[config.mk]
export PLATFORM = sky130hd
export DESIGN_NAME = utf8_byte_stream_decoder
export DESIGN_NICKNAME = d
export VERILOG_FILES = /design/src/rtl/utf8d_pkg.sv /design/src/rtl/utf8d_front.sv /design/src/rtl/utf8d_queue.sv /design/src/rtl/utf8d_back.sv /design/src/rtl/utf8_byte_stream_decoder.sv
export SDC_FILE = /design/constraint.sdc
export NUM_CORES = 1
export LEC_CHECK = 0
export BUFFER_PORTS_ARGS = -buffer_cell sky130_fd_sc_hd__buf_4
export CAP_MARGIN = 20
export CORE_MARGIN = 5
export CORE_UTILIZATION = 45
export DETAILED_ROUTE_END_ITERATION = 10
export PLACE_DENSITY_LB_ADDON = 0.15
export SLEW_MARGIN = 20
export SYNTH_ARGS = -nofsm -noshare
export SYNTH_HDL_FRONTEND = slang
export SYNTH_SLANG_ARGS = --single-unit
[constraint.sdc]
create_clock -name i_clk -period 6 [get_ports i_clk]
set_input_delay 1.2 -clock i_clk [delete_from_list [all_inputs] [get_ports i_clk]]
set_output_delay 1.2 -clock i_clk [all_outputs]
set_load 0.005 [all_outputs]
[src/rtl/utf8d_pkg.sv]
// Shared types, widths and tables for the UTF-8 byte stream decoder.
// Used by the front, queue, back and top-level modules; depends on nothing.
package utf8d_pkg;

    localparam int BYTE_W      = 8;
    localparam int LEN_W       = 3;
    localparam int CP_W        = 32;
    localparam int QUEUE_DEPTH = 4;

    // Bits that one continuation byte contributes.
    localparam int CONT_SHIFT = 6;

    localparam logic [LEN_W-1:0] LEN_1 = 3'd1;
    localparam logic [LEN_W-1:0] LEN_2 = 3'd2;
    localparam logic [LEN_W-1:0] LEN_3 = 3'd3;
    localparam logic [LEN_W-1:0] LEN_4 = 3'd4;
    localparam logic [LEN_W-1:0] LEN_5 = 3'd5;
    localparam logic [LEN_W-1:0] LEN_6 = 3'd6;

    // One classified byte travelling from the front to the back.
    typedef struct packed {
        logic [BYTE_W-1:0] data;
        logic              first;  // opens a sequence
        logic              last;   // closes a sequence
        logic [LEN_W-1:0]  len;    // sequence length, valid with first
    } t_tok;

    // Sequence length from the lead byte.
    function automatic logic [LEN_W-1:0] lead_length(input logic [BYTE_W-1:0] b);
        logic [LEN_W-1:0] len;
        if (b < 8'hC0) begin
            len = LEN_1;
        end else if (b < 8'hE0) begin
            len = LEN_2;
        end else if (b < 8'hF0) begin
            len = LEN_3;
        end else if (b < 8'hF8) begin
            len = LEN_4;
        end else if (b < 8'hFC) begin
            len = LEN_5;
        end else begin
            len = LEN_6;
        end
        return len;
    endfunction

    // Marker bits to strip from the accumulated value for each length.
    function automatic logic [CP_W-1:0] len_offset(input logic [LEN_W-1:0] len);
        logic [CP_W-1:0] off;
        case (len)
            LEN_2:   off = 32'h0000_3080;
            LEN_3:   off = 32'h000E_2080;
            LEN_4:   off = 32'h03C8_2080;
            LEN_5:   off = 32'hFA08_2080;
            LEN_6:   off = 32'h8208_2080;
            default: off = '0;
        endcase
        return off;
    endfunction

endpackage

[src/rtl/utf8d_front.sv]
// Front end: accepts raw bytes, tracks the open sequence and tags each byte.
// Depends on utf8d_pkg; pushes tokens into utf8d_queue.
module utf8d_front (
    input  logic                            i_clk,
    input  logic                            i_rst_n,
    input  logic                            i_valid,
    input  logic [utf8d_pkg::BYTE_W-1:0]    i_byte_in,
    output logic                            o_stall,
    input  logic                            i_full,
    output logic                            o_push,
    output utf8d_pkg::t_tok                 o_tok
);

    logic [utf8d_pkg::LEN_W-1:0] r_bytes_left;
    logic [utf8d_pkg::LEN_W-1:0] n_bytes_left;
    logic [utf8d_pkg::LEN_W-1:0] lead_len;
    logic                        opening;

    assign o_stall  = i_full;
    assign o_push   = i_valid && !i_full;
    assign opening  = (r_bytes_left == '0);
    assign lead_len = utf8d_pkg::lead_length(i_byte_in);

    always_comb begin
        if (opening) begin
            n_bytes_left = lead_len - utf8d_pkg::LEN_W'(1);
        end else begin
            n_bytes_left = r_bytes_left - utf8d_pkg::LEN_W'(1);
        end
    end

    always_comb begin
        o_tok.data  = i_byte_in;
        o_tok.first = opening;
        o_tok.last  = (n_bytes_left == '0);
        o_tok.len   = lead_len;
    end

    always_ff @(posedge i_clk) begin
        if (!i_rst_n) begin
            r_bytes_left <= '0;
        end else if (o_push) begin
            r_bytes_left <= n_bytes_left;
        end
    end

endmodule

[src/rtl/utf8d_queue.sv]
// Short token queue between front and back; circular buffer with a fill count.
// Depends on utf8d_pkg for the token type.
module utf8d_queue #(
    parameter int DEPTH = utf8d_pkg::QUEUE_DEPTH
) (
    input  logic             i_clk,
    input  logic             i_rst_n,
    input  logic             i_push,
    input  utf8d_pkg::t_tok  i_tok,
    input  logic             i_pop,
    output utf8d_pkg::t_tok  o_tok,
    output logic             o_full,
    output logic             o_empty
);

    localparam int PTR_W = $clog2(DEPTH);
    localparam int CNT_W = $clog2(DEPTH + 1);

    utf8d_pkg::t_tok  r_slot [DEPTH];
    logic [PTR_W-1:0] r_wr_ptr;
    logic [PTR_W-1:0] r_rd_ptr;
    logic [CNT_W-1:0] r_count;

    assign o_full  = (r_count == CNT_W'(DEPTH));
    assign o_empty = (r_count == '0);
    assign o_tok   = r_slot[r_rd_ptr];

    always_ff @(posedge i_clk) begin
        if (i_push) begin
            r_slot[r_wr_ptr] <= i_tok;
        end
    end

    always_ff @(posedge i_clk) begin
        if (!i_rst_n) begin
            r_wr_ptr <= '0;
            r_rd_ptr <= '0;
            r_count  <= '0;
        end else begin
            if (i_push) begin
                r_wr_ptr <= (r_wr_ptr == PTR_W'(DEPTH - 1)) ? '0 : r_wr_ptr + PTR_W'(1);
            end
            if (i_pop) begin
                r_rd_ptr <= (r_rd_ptr == PTR_W'(DEPTH - 1)) ? '0 : r_rd_ptr + PTR_W'(1);
            end
            if (i_push && !i_pop) begin
                r_count <= r_count + CNT_W'(1);
            end else if (i_pop && !i_push) begin
                r_count <= r_count - CNT_W'(1);
            end
        end
    end

endmodule

[src/rtl/utf8d_back.sv]
// Back end: folds tagged bytes into the accumulator and registers each result.
// Depends on utf8d_pkg; pops tokens from utf8d_queue.
module utf8d_back (
    input  logic                          i_clk,
    input  logic                          i_rst_n,
    input  logic                          i_empty,
    input  utf8d_pkg::t_tok               i_tok,
    output logic                          o_pop,
    output logic                          o_valid,
    input  logic                          i_stall,
    output logic [utf8d_pkg::CP_W-1:0]    o_code_point,
    output logic [utf8d_pkg::LEN_W-1:0]   o_seq_length
);

    logic [utf8d_pkg::CP_W-1:0]  r_acc;
    logic [utf8d_pkg::LEN_W-1:0] r_len;
    logic [utf8d_pkg::CP_W-1:0]  n_acc;
    logic [utf8d_pkg::LEN_W-1:0] n_len;
    logic                        r_out_valid;
    logic [utf8d_pkg::CP_W-1:0]  r_out_cp;
    logic [utf8d_pkg::LEN_W-1:0] r_out_len;
    logic                        out_free;

    assign out_free = !r_out_valid || !i_stall;
    // A non-final byte never touches the output register, so it may always advance.
    assign o_pop    = !i_empty && (!i_tok.last || out_free);

    always_comb begin
        if (i_tok.first) begin
            n_acc = utf8d_pkg::CP_W'(i_tok.data);
            n_len = i_tok.len;
        end else begin
            n_acc = {r_acc[utf8d_pkg::CP_W-utf8d_pkg::CONT_SHIFT-1:0],
                     utf8d_pkg::CONT_SHIFT'(0)} + utf8d_pkg::CP_W'(i_tok.data);
            n_len = r_len;
        end
    end

    always_ff @(posedge i_clk) begin
        if (o_pop) begin
            r_acc <= n_acc;
            r_len <= n_len;
        end
        if (o_pop && i_tok.last) begin
            r_out_cp  <= n_acc - utf8d_pkg::len_offset(n_len);
            r_out_len <= n_len;
        end
    end

    always_ff @(posedge i_clk) begin
        if (!i_rst_n) begin
            r_out_valid <= 1'b0;
        end else if (o_pop && i_tok.last) begin
            r_out_valid <= 1'b1;
        end else if (!i_stall) begin
            r_out_valid <= 1'b0;
        end
    end

    assign o_valid      = r_out_valid;
    assign o_code_point = r_out_cp;
    assign o_seq_length = r_out_len;

endmodule

[src/rtl/utf8_byte_stream_decoder.sv]
// Top level of the UTF-8 byte stream decoder: front, token queue and back.
// Depends on utf8d_pkg, utf8d_front, utf8d_queue and utf8d_back.
//
// Usage:
//   Input channel: i_valid / i_byte_in, with o_stall driven back. A byte is
//   taken at a rising edge with i_valid high and o_stall low. Bytes 00-BF
//   open and close a one-byte sequence; C0-FF open a 2 to 6 byte sequence
//   and the following bytes are consumed as continuations, unchecked.
//   Output channel: o_valid / o_code_point / o_seq_length, with i_stall from
//   the receiver. One transaction leaves for each completed sequence.
//   Path: the last byte of a sequence is written into the queue as a token,
//   popped by the back end once the output register is free, and its
//   result is then registered and shown on the outputs.
//   Throughput: one byte per cycle while the queue is not full; the back end
//   consumes one queued token per cycle unless a final token meets a stall.
//   Receiver stall: the result holds in the output register; the back end
//   keeps absorbing non-final bytes, and the queue (QUEUE_DEPTH tokens)
//   fills before o_stall rises.
//   Reset (i_rst_n low at an edge): the queue empties, no sequence is open
//   and o_valid drops; o_stall is low from the first cycle after reset.
module utf8_byte_stream_decoder #(
    parameter int QUEUE_DEPTH = utf8d_pkg::QUEUE_DEPTH
) (
    input  logic                          i_clk,
    input  logic                          i_rst_n,
    input  logic                          i_valid,
    input  logic [utf8d_pkg::BYTE_W-1:0]  i_byte_in,
    output logic                          o_stall,
    output logic                          o_valid,
    input  logic                          i_stall,
    output logic [utf8d_pkg::CP_W-1:0]    o_code_point,
    output logic [utf8d_pkg::LEN_W-1:0]   o_seq_length
);

    utf8d_pkg::t_tok push_tok;
    utf8d_pkg::t_tok pop_tok;
    logic            push;
    logic            pop;
    logic            q_full;
    logic            q_empty;

    // Classify each accepted byte and track how many bytes the sequence still owes.
    utf8d_front u_front (
        .i_clk     (i_clk),
        .i_rst_n   (i_rst_n),
        .i_valid   (i_valid),
        .i_byte_in (i_byte_in),
        .o_stall   (o_stall),
        .i_full    (q_full),
        .o_push    (push),
        .o_tok     (push_tok)
    );

    // Decouple the two halves so a receiver stall reaches the input only when full.
    utf8d_queue #(
        .DEPTH (QUEUE_DEPTH)
    ) u_queue (
        .i_clk   (i_clk),
        .i_rst_n (i_rst_n),
        .i_push  (push),
        .i_tok   (push_tok),
        .i_pop   (pop),
        .o_tok   (pop_tok),
        .o_full  (q_full),
        .o_empty (q_empty)
    );

    // Accumulate, strip the length markers and hold the result for the receiver.
    utf8d_back u_back (
        .i_clk        (i_clk),
        .i_rst_n      (i_rst_n),
        .i_empty      (q_empty),
        .i_tok        (pop_tok),
        .o_pop        (pop),
        .o_valid      (o_valid),
        .i_stall      (i_stall),
        .o_code_point (o_code_point),
        .o_seq_length (o_seq_length)
    );

endmodule
=== Word-level counts from Yosys, hierarchy flattened ===
Memory sizes are Yosys's and may differ from the RTL's. A register that Yosys moved wholly into a read port is not among the register bits.
Cells that the tools add are included.

* Bits in registers: 75
* Latch bits: 0
* Memory bits (writable): 52
* Bits in read-only memories: 0
* Output and inout bits: 37
* Logic and storage cells: 70
* Memories kept: 1

* $add $sub $neg: 8
* Multipliers: 0
* Div/mod/pow operators: 0
* Magnitude comparators: 5
* Eq/ne operators: 9
* Shift operators: 0
* Multiplexer cells: 20
* Bitwise logic cells: 0
* Reductions and logical operators: 18

{| class="wikitable"
|+ Memory list
! name !! words !! bits a word !! rd ports !! clocked after Yosys merged registers in !! wr ports !! line !! RTL
|-
| u_queue.r_slot || 4 || 13 || 1 || 1 || 1 || utf8d_queue.sv:19 || <nowiki>utf8d_pkg::t_tok r_slot [DEPTH];</nowiki>
|}

{| class="wikitable"
|+ Operators with widths
! cell !! count
|-
| $pmux W32 S5 || 1
|-
| $mux W32 || 2
|-
| $lt A8 B8 Y1 const B || 5
|-
| $add A32 B8 Y32 || 1
|-
| $sub A32 B32 Y32 || 1
|-
| $mux W3 || 8
|-
| $eq A3 B3 Y1 const B || 4
|-
| $mux W2 || 5
|-
| $logic_not A3 Y1 || 3
|-
| $sub A3 B1 Y3 const B || 3
|-
| $logic_not A1 Y1 || 7
|-
| $eq A3 B2 Y1 const B || 2
|-
| $logic_and A1 B1 Y1 || 5
|-
| $add A2 B1 Y2 const B || 2
|-
| $eq A2 B2 Y1 const B || 2
|-
| $mux W1 || 4
|-
| $add A3 B1 Y3 const B || 1
|-
| $logic_or A1 B1 Y1 || 2
|-
| $ne A2 B1 Y1 const B || 1
|-
| $reduce_bool A2 Y1 || 1
|}

=== Longest topological paths before layout ===
Gate-level depths: netlist of run 1.

* Depth after elaboration: 9
* Depth in mapped cells: 18
* Gate-level depth less buffers: 17

=== By module ===
Synthesis of run 1 repeated with hierarchy kept, for this count alone.

* Cells, all modules: 496
* Area, all modules: 6446.2 sq um

{| class="wikitable"
|+ By module, submodules not included
! module !! times used !! cells an instance !! area each (sq um) !! sequential area each (sq um)
|-
| utf8d_back || 1 || 338 || 3762.4 || 1941.9
|-
| utf8d_queue || 1 || 111 || 2339.7 || 1741.7
|-
| utf8d_front || 1 || 47 || 344.1 || 60.1
|}

=== Worst setup path after synthesis of run 1 ===
OpenSTA, ideal clock, no wires.

* Path type: input to register
* Start: in i_stall
* End: reg u_back.r_out_cp, in the netlist u_back.o_code_point[0] (enable)
* Setup time: 0.396 ns
* Arrival: 4.069 ns
* Data required time: 5.604 ns
* Setup slack: 1.535 ns
* Cell stages on the path: 2
* Path through: a31oi_1 and2_1

* Cells in the longest elaborated chain, start to end: 5

{| class="wikitable"
|+ Ends and longest elaborated chain
! item !! line !! RTL
|-
| from (decl) || utf8_byte_stream_decoder.sv:30 || <nowiki>input logic i_stall,</nowiki>
|-
| $logic_not A1 Y1 || utf8d_back.sv:24 || <nowiki>assign out_free = !r_out_valid || !i_stall;</nowiki>
|-
| $logic_or A1 B1 Y1 || utf8d_back.sv:24 ||
|-
| $logic_or A1 B1 Y1 || utf8d_back.sv:26 || <nowiki>assign o_pop = !i_empty && (!i_tok.last || out_free);</nowiki>
|-
| $logic_and A1 B1 Y1 || utf8d_back.sv:26 ||
|-
| $logic_and A1 B1 Y1 || utf8d_back.sv:44 || <nowiki>if (o_pop && i_tok.last) begin</nowiki>
|-
| to (signal assigned) || utf8d_back.sv:45 || <nowiki>r_out_cp <= n_acc - utf8d_pkg::len_offset(n_len);</nowiki>
|-
| to (decl) || utf8d_back.sv:20 || <nowiki>logic [utf8d_pkg::CP_W-1:0] r_out_cp;</nowiki>
|}

No other way between the ends.
A chain may end at the register's enable or synchronous reset.

==> results of run 1 <==
state kept, by name (all words and copies together), names as in the netlist, named ones only:
| name | cells |
|---|---|
| u_back.o_code_point | 32 |
| u_back.o_seq_length | 3 |
| u_back.o_valid | 1 |
| u_back.r_acc | 26 |
| u_back.r_len | 3 |
| u_front.r_bytes_left | 3 |
| u_queue.r_count | 3 |
| u_queue.r_rd_ptr | 2 |
| u_queue.r_slot | 52 |
| u_queue.r_wr_ptr | 2 |
cell usage in the layout, fill, tap and decap left out, types with 7 or more instances in the layout:
cell | synthesis | final
o21ai_0 | 14 | 14
ha_1 | 25 | 25
nor2_1 | 39 | 39
nor3_1 | 13 | 13
nand2_1 | 31 | 31
a21o_1 | 7 | 7
edfxtp_1 | 116 | 116
a21oi_1 | 19 | 19
nor2b_1 | 13 | 13
clkbuf_16 | 0 | 17
xor2_1 | 18 | 18
nand3_1 | 15 | 15
inv_1 | 26 | 26
xnor2_1 | 22 | 22
dfxtp_1 | 13 | 13
buf_4 | 2 | 52
mux4_2 | 12 | 12
mux2i_1 | 8 | 8
layout make-up:
cell class / instances / area share (%)
well taps: 180 / 2.987
flip-flops and latches: 129 / 49.64
clock buffers: 18 / 5.691
multi-input cells: 327 / 33.98
inverters: 26 / 1.294
clock inverters: 14 / 1.228
repair buffers: 52 / 5.177
through the flow:
step / worst slack (ns) / utilization (%) / instances / hold slack (ns)
after floorplan: 1.535 / - / 491 / 0.4724
after global placement: 1.550 / 50.37 / 714 / 0.4898
after detailed placement: 1.462 / 50.37 / 714 / 0.5119
after CTS: 1.423 / 54.12 / 746 / 0.5192
after global routing: 1.020 / 54.12 / 746 / 0.5582
final: 1.449 / 54.12 / 746 / 0.5103
per-layer routing:
layer	part of all wire [%]	GRT usage [%]	up-vias	routed length (µm)
li1	-	-	1975	-
met1	44	20.22	1986	5632
met2	52	28.51	75	6650
met3	2.8	3.833	23	365
met4	2.0	6.907	0	252
met5	0	0	-	0
cells by family (layout without fill, tap and decap cells):
logic type,Yosys count,in the layout
AO/OA/AOI/OAI,77,77
XOR/XNOR,40,40
adder cells (fa/ha/maj),27,27
buffers and inverters,35,110
flip-flops,129,129
multiplexers,23,23
AND/OR/NAND/NOR,160,160
critical path, delay by kind of cell, from the launching register on:
family / cells / cell delay [ns]
xor gates and xnor gates: 2 / 0.25
DFF: 1 / 0.34
adders and majority gates: 3 / 0.96
AOI/OAI and AO/OA: 4 / 1.27
and+or+nand+nor: 4 / 0.85
buffers and inverters: 2 / 0.35
muxes: 1 / 0.28
final timing paths:
check,start,end,slack (ns),cells past startpoint
hold reg to reg,u_queue.r_count[2],u_queue.r_count[2],0.51,2
setup / recovery,flip-flop,u_back.o_code_point[25],1.45,16
hold / removal,u_queue.r_count[2],u_queue.r_count[2],0.51,2
setup reg to reg,flip-flop,u_back.o_code_point[25],1.45,16
==> flow_summary.yaml, run 1 <==
layout:
  multi_input_comb_area_mm2: 0.002562
  drive_gt1_share_pct: 21.02
  growth_of_design_area_from_synthesis_to_finish_pct: 17.14
  final_net_count: 592
  sequential_cell_area_mm2: 0.003744
  n_antenna_cell: 0
  post-route-cell-area_mm2: 0.007541
  fill_cell_instance_count_of_the_final_layout: 1207
setup_path:
  critical_path_end_type: "flip-flop"
  critical_path_peak_fanout: 12
  crit_path_top_delay_cell: "a211oi_1"
  cpPeakStageDelay_ns: 0.66
  cp_data_arrival_time_ns: 4.71
  critical_path_class: "reg -> reg"
  crit_required_ns: 6.16
  critical_path.startpoint_type: "flip-flop"
  critPathMostFrequentCell: "ha_1"
  sequence_of_cells_on_the_critical_path: "buf_4 > mux4_2 > ha_1 > inv_1 > fa_1 > nand4b_1 > nor3_1 > nand3_1 > xor2_1 > nor2_1 > ha_1 > a21o_1 > a211oi_1 > a31oi_4 > a21oi_1 > xnor2_1"
timing:
  worst_slew_pin_slew_ns: 0.9457
  report.final.slew_viol_count: 0
  finalCritPeriodShare_pct: 75.86
  worst_slew_margin_rel_pct: 36.82
  finalSetupViolations: 0
  fmaxAchievable_ghz: 0.2197
  fin_worst_skew_ns: 0.009302
  hold_violations: 0
  layout_min_cycle_time_ns: 4.551
  rsz_0062_raised_after_global_routing: "no"
  setup-tns-final_ns: 0
global_route:
  vias_in_the_first_global_route: 4154
  grt_first_pass_wirelength_um: 21300
  grt.total_usage_pct: 16.62
  grt.overflow.total: 0
  number_of_antenna_violations_at_the_first_check_in_global_routing: 0
  grt_start_max_net_pins: 37
synthesis:
  proportion_of_netlist_area_held_by_the_largest_area_contributor_pct: 54.11
  synthFlopType: "edfxtp_1"
  synthesis.yosys.warnings: 0
  synthMuxAreaShare_pct: 6.200
  synth-compound-area-share_pct: 9.057
  mappedNetlistArea_mm2: 0.006437
  main_combinational_cell_family_by_area_after_synthesis: "simple AND/OR/NAND/NOR gates"
  number_of_flops_mapped_to_enable_cells_by_yosys: 116
  netlist_top_cells_count: "116 x edfxtp_1, 39 x nor2_1, 31 x nand2_1"
  yosysMostFrequentCell: "edfxtp_1"
  xor_xnor_cell_area_share_of_the_yosys_netlist_pct: 5.442
  postSynthRegisterBits: 129
  syn-num-nets: 530
  synth_area_per_cell_um2: 13.11
  yosysSeqAreaShare_pct: 58.15
  postSynth.asyncResetShare_pct: 0
  synth_simple_gate_area_share_pct: 13.37
  synth.lib_cells_used.distinct: 64
  postSynthCellCount: 491
  synth_fa_ha_area_share_pct: 5.481
  synth.top_cells.by_area: "edfxtp_1 54%, ha_1 4.9%, mux4_2 4.2%"
  synth_area_leader: "edfxtp_1"
floorplanning:
  floorplan.io_pins: 49
  floorplan.die_area_mm2: 0.01680
  coreArea_mm2: 0.01393
  std_cell_rows: 43
  initial_utilization_pct: 46.20
  fp.dieH_um: 129.6
  floorplan.die.width_um: 129.6
run:
  max-cap-violations: 0
routing:
  route.detailed.drc: 0
  vias: 4059
  drt.antenna.violating_nets: 0
  drt_pass1_iterations: 4
  initialDrtViolationCount: 244
  routed_wire_per_std_cell_um: 17.29
  drt-total-wl_um: 12900
  viasPerCell: 5.441
status:
  run_status: "finished, final reports clean"
place:
  weighted_congestion_at_the_end_of_routability_driven_global_placement: 0.9010
  placedInstanceArea_mm2: 0.007019
  port_buffers: 48
  hpwlAfterDp_um: 9014
clock_tree:
  post_cts_resized: 0
  clock_sinks: 129
  cts_root_buffer: "clkbuf_16"
  postCtsHoldBufs: 0
  clk-insertion-delay-late_ns: 0.41
  cts_tree: "yes"
  cts.htree.levels: 4
  cts-root-to-sink-buffers: 2
  cts.repair_timing.setup_buffer_count: 0
  worst_setup_hold_path_clk_slew_ns: 0.06
  clock_buffer_count_from_cts: 17
hold_path:
  min-delay-path-class: "reg -> reg"
Power of run 1 is not shown: default switching activity piles up to over one toggle a cycle in this logic, so the estimate is an artifact.
==> run 2, diff against run 1 <==
==> constraint.sdc (replaced) <==
create_clock -name i_clk -period 4.25 [get_ports i_clk]
set_input_delay 0.85 -clock i_clk [delete_from_list [all_inputs] [get_ports i_clk]]
set_output_delay 0.85 -clock i_clk [all_outputs]
set_load 0.005 [all_outputs]
==> flow_summary.yaml, run 2 (synthesis results as in run 1) <==
status:
  run_status: "finished, final reports clean"
floorplanning:
  std_cell_rows: 43
  floorplan.die.width_um: 129.6
  coreArea_mm2: 0.01393
  initial_utilization_pct: 46.20
  fp.dieH_um: 129.6
  floorplan.die_area_mm2: 0.01680
  floorplan.io_pins: 49
clock_tree:
  cts.htree.levels: 4
  cts_root_buffer: "clkbuf_16"
  cts_tree: "yes"
  cts-root-to-sink-buffers: 2
  clk-insertion-delay-late_ns: 0.41
  worst_setup_hold_path_clk_slew_ns: 0.06
  clock_buffer_count_from_cts: 17
  postCtsHoldBufs: 0
  clock_sinks: 129
routing:
  drt-total-wl_um: 12870
  routed_wire_per_std_cell_um: 16.81
  vias: 4136
  viasPerCell: 5.399
  route.detailed.drc: 0
  drt_pass1_iterations: 4
  drt.antenna.violating_nets: 0
  initialDrtViolationCount: 257
setup_path:
  critical_path_end_type: "flip-flop"
  critical_path.startpoint_type: "flip-flop"
  critical_path_peak_fanout: 9
  setup.worst_path.end: "u_back.o_code_point[31]"
  cp_data_arrival_time_ns: 4.15
  ff2ff_path_depth: 15
  regToRegEndpoint: "u_back.o_code_point[31]"
  crit_required_ns: 4.41
  reg2reg_slack_ns: 0.27
  critical_path_class: "reg -> reg"
global_route:
  vias_in_the_first_global_route: 4187
  grt_start_max_net_pins: 37
  grt.overflow.total: 0
  grt_first_pass_wirelength_um: 20930
  grt.total_usage_pct: 16.31
  number_of_antenna_violations_at_the_first_check_in_global_routing: 0
run:
  max-cap-violations: 0
layout:
  number_of_flip_flops_under_the_largest_register_name: 52
  fill_cell_instance_count_of_the_final_layout: 1156
  final_common_cell: "edfxtp_1"
  final_net_count: 612
  drive_gt1_share_pct: 24.74
  largest-register: "u_queue.r_slot"
  n_antenna_cell: 0
  most-common-layout-cells: "116 x edfxtp_1, 72 x buf_4, 39 x nor2_1, 31 x nand2_1, 26 x inv_1"
  growth_of_design_area_from_synthesis_to_finish_pct: 20.02
hold_path:
  min-delay-path-class: "reg -> reg"
  worstHoldPathCells: 2
timing:
  finalSetupViolations: 0
  fin_worst_skew_ns: 0.006049
  setup-tns-final_ns: 0
  fmaxAchievable_ghz: 0.2511
  hold_violations: 0
  worst_slew_pin_slew_ns: 0.8981
  finalCritPeriodShare_pct: 93.72
  layout_min_cycle_time_ns: 3.983
  worst_slew_margin_rel_pct: 40.13
  report.final.slew_viol_count: 0
place:
  hpwlAfterDp_um: 9341
  weighted_congestion_at_the_end_of_routability_driven_global_placement: 0.8312
  port_buffers: 48
## run 2: layout make-up
cell class / instances / area [µm²] / area share [%]
Clock inverter: 14 / 111.4 / 1.441
Clock buffer: 18 / 429.2 / 5.555
Inverter: 26 / 97.59 / 1.263
Timing Repair Buffer: 72 / 540.5 / 6.996
Sequential cell: 129 / 3745 / 48.47
Tap cell: 180 / 225.2 / 2.915
Multi-Input combinational cell: 327 / 2577 / 33.36
## run 2: worst max-delay path, cell delays in order (launching register included)
cell      delay [ns]
dfxtp_2         0.38
mux4_2          0.55
ha_1            0.34
a21oi_2         0.13
nor4_2          0.28
nand3_1         0.17
buf_4           0.18
nor2_1          0.12
xnor2_1         0.13
nor2_1          0.09
ha_1            0.31
nand2_1         0.08
or3_1           0.43
o311ai_1        0.27
a21oi_1         0.13
xnor2_1         0.14
## run 2: stage by stage
stage	std cells	area (µm²)	utilization, %	hold slack (ns)	setup WS (ns)
floorplan	491	6444	-	0.4724	0.1095
global placement	732	7154	51.34	0.4928	0.1217
detailed placement	732	7154	51.34	0.5147	0.1304
CTS	764	7695	55.22	0.5241	0.08473
global route	766	7726	55.45	0.5840	-0.03708
finish	766	7726	55.45	0.5203	0.2671
## run 2: timing repair
item                                    in CTS  in global routing
setup buffers                                0                  2
resized for setup                            0                  5
endpoints found under the setup margin       0                  8
## run 2: routing by layer
layer	track usage (%)	routed length (µm)	vias to the layer above	part of all wire [%]
met5	0	0	-	0
met4	6.601	215	0	1.7
met3	3.957	574	17	4.5
met2	27.63	6664	88	52
met1	20.08	5419	2010	42
li1	-	-	2021	-
## run 2: worst min path at each step
stage	start	slack (ns)	endpoint
2_1_floorplan	u_queue.r_count[2]	0.47	u_queue.r_count[2]
3_3_place_gp	u_queue.r_count[2]	0.49	u_queue.r_count[2]
3_5_place_dp	u_queue.r_count[2]	0.51	u_queue.r_count[2]
4_1_cts	u_queue.r_count[2]	0.52	u_queue.r_count[2]
5_1_grt	u_queue.r_count[2]	0.58	u_queue.r_count[2]
6_report	u_queue.r_count[2]	0.52	u_queue.r_count[2]
Power of run 2 is left out for the same reason.
==> run 3, diff against run 2 <==
--- a/config.mk
+++ b/config.mk
@@ -11,6 +11,7 @@
 export CORE_UTILIZATION = 45
 export DETAILED_ROUTE_END_ITERATION = 10
 export PLACE_DENSITY_LB_ADDON = 0.15
+export RECOVER_POWER = 25
 export SLEW_MARGIN = 20
 export SYNTH_ARGS = -nofsm -noshare
 export SYNTH_HDL_FRONTEND = slang
==> flow_summary.yaml, run 3 (synthesis results as in run 1) <==
setup_path:
  ff2ff_path_depth: 13
  cpPeakStageDelay_ns: 0.55
  critical_path_end_type: "flip-flop"
  crit_path_top_delay_cell: "mux4_2"
  critical_path_peak_fanout: 9
  reg2reg_slack_ns: 0.27
  cp_data_arrival_time_ns: 4.15
  crit_required_ns: 4.41
  critical_path.startpoint_type: "flip-flop"
  critical_path_class: "reg -> reg"
  sequence_of_cells_on_the_critical_path: "mux4_2 > ha_1 > a21oi_2 > or4_4 > nor2_1 > xnor2_1 > nor2_1 > ha_1 > o211ai_1 > or3_1 > o311ai_1 > a21oi_1 > xnor2_1"
floorplanning:
  std_cell_rows: 43
  coreArea_mm2: 0.01393
  fp.dieH_um: 129.6
  floorplan.io_pins: 49
  floorplan.die_area_mm2: 0.01680
  initial_utilization_pct: 46.20
  floorplan.die.width_um: 129.6
global_route:
  grt_busiest_layer: "met2"
  grt_start_max_net_pins: 37
  global_route.usage.met3_pct: 3.957
  number_of_antenna_violations_at_the_first_check_in_global_routing: 0
  grt.overflow.total: 0
  grt.total_usage_pct: 16.31
  vias_in_the_first_global_route: 4187
  use_met1_pct: 20.08
  globalRouteMet2Util_pct: 27.63
  grt_first_pass_wirelength_um: 20930
clock_tree:
  cts_tree: "yes"
  clock_buffer_count_from_cts: 17
  worst_setup_hold_path_clk_slew_ns: 0.06
  cts.htree.levels: 4
  cts_root_buffer: "clkbuf_16"
  cts-root-to-sink-buffers: 2
  postCtsHoldBufs: 0
  clk-insertion-delay-late_ns: 0.42
  clock_sinks: 129
routing:
  drt_pass1_iterations: 6
  initialDrtViolationCount: 266
  viasPerCell: 5.437
  vias: 4165
  drt.antenna.violating_nets: 0
  drt-total-wl_um: 12920
  route.detailed.drc: 0
  routed_wire_per_std_cell_um: 16.86
timing:
  fin_worst_skew_ns: 0.007590
  report.final.slew_viol_count: 0
  hold_violations: 0
  finalCritPeriodShare_pct: 93.75
  setup-tns-final_ns: 0
  layout_min_cycle_time_ns: 3.984
  finalSetupViolations: 0
  worst_slew_margin_rel_pct: 40.38
  worst_slew_pin_slew_ns: 0.8942
  fmaxAchievable_ghz: 0.2510
layout:
  fill_cell_instance_count_of_the_final_layout: 1167
  drive_gt1_share_pct: 22.87
  multi_input_comb_area_mm2: 0.002577
  most-common-layout-cells: "116 x edfxtp_1, 57 x buf_4, 39 x nor2_1, 31 x nand2_1, 26 x inv_1"
  final_common_cell: "edfxtp_1"
  number_of_flip_flops_under_the_largest_register_name: 52
  post-route-cell-area_mm2: 0.007685
  n_antenna_cell: 0
  sequential_cell_area_mm2: 0.003745
  growth_of_design_area_from_synthesis_to_finish_pct: 19.38
  largest-register: "u_queue.r_slot"
  final_net_count: 612
place:
  hpwlAfterDp_um: 9341
  weighted_congestion_at_the_end_of_routability_driven_global_placement: 0.8312
  placedInstanceArea_mm2: 0.007154
  port_buffers: 48
hold_path:
  worstHoldPathCells: 2
  min-delay-path-class: "reg -> reg"
  hold_path_start: "u_queue.r_count[2]"
status:
  run_status: "finished, final reports clean"
run:
  max-cap-violations: 0
## run 3: final timing paths
path / end
worst min register to register: u_queue.r_count[2]
worst min-delay path: u_queue.r_count[2]
worst max register to register: u_back.o_code_point[31]
worst max-delay path: u_back.o_code_point[31]
## run 3: metal layers
| layer | wire length (µm) | share of wire [%] |
|---|---|---|
| met5 | 0 | 0 |
| met4 | 266 | 2.1 |
| met3 | 617 | 4.8 |
| met2 | 6608 | 51 |
| met1 | 5424 | 42 |
## run 3: area by class of cell
cell class                 count  share of cell area, %
tap                          180                  2.931
multi-input combinational    327                  33.54
clock inverter                14                  1.449
inverter                      26                  1.270
clock buffer                  18                  5.585
sequential                   129                  48.73
timing repair buffer          72                  6.496
## run 3: worst max-delay path: cells and delay by family (launching register included)
kind / cells / cell delay (ns)
mux: 1 / 0.55
flops: 1 / 0.39
simple gates: 4 / 1.21
compound gates: 4 / 0.71
xor+xnor: 2 / 0.22
fa+ha+maj: 2 / 0.65
## run 3: per-stage QoR
| stage | hold WS (ns) | setup WS [ns] | instances | utilization [%] |
|---|---|---|---|---|
| after detailed placement | 0.5147 | 0.1304 | 732 | 51.34 |
| after global placement | 0.4928 | 0.1217 | 732 | 51.34 |
| final | 0.5224 | 0.2658 | 766 | 55.15 |
| after floorplan | 0.4724 | 0.1095 | 491 | - |
| after global routing | 0.5840 | -0.03708 | 766 | 55.15 |
| after CTS | 0.5241 | 0.08473 | 764 | 55.22 |
## run 3: repair_timing
action | CTS | global route
setup buffers | 0 | 2
resized for setup | 0 | 5
endpoints found under the setup margin | 0 | 8
Power of run 3 is left out for the same reason.
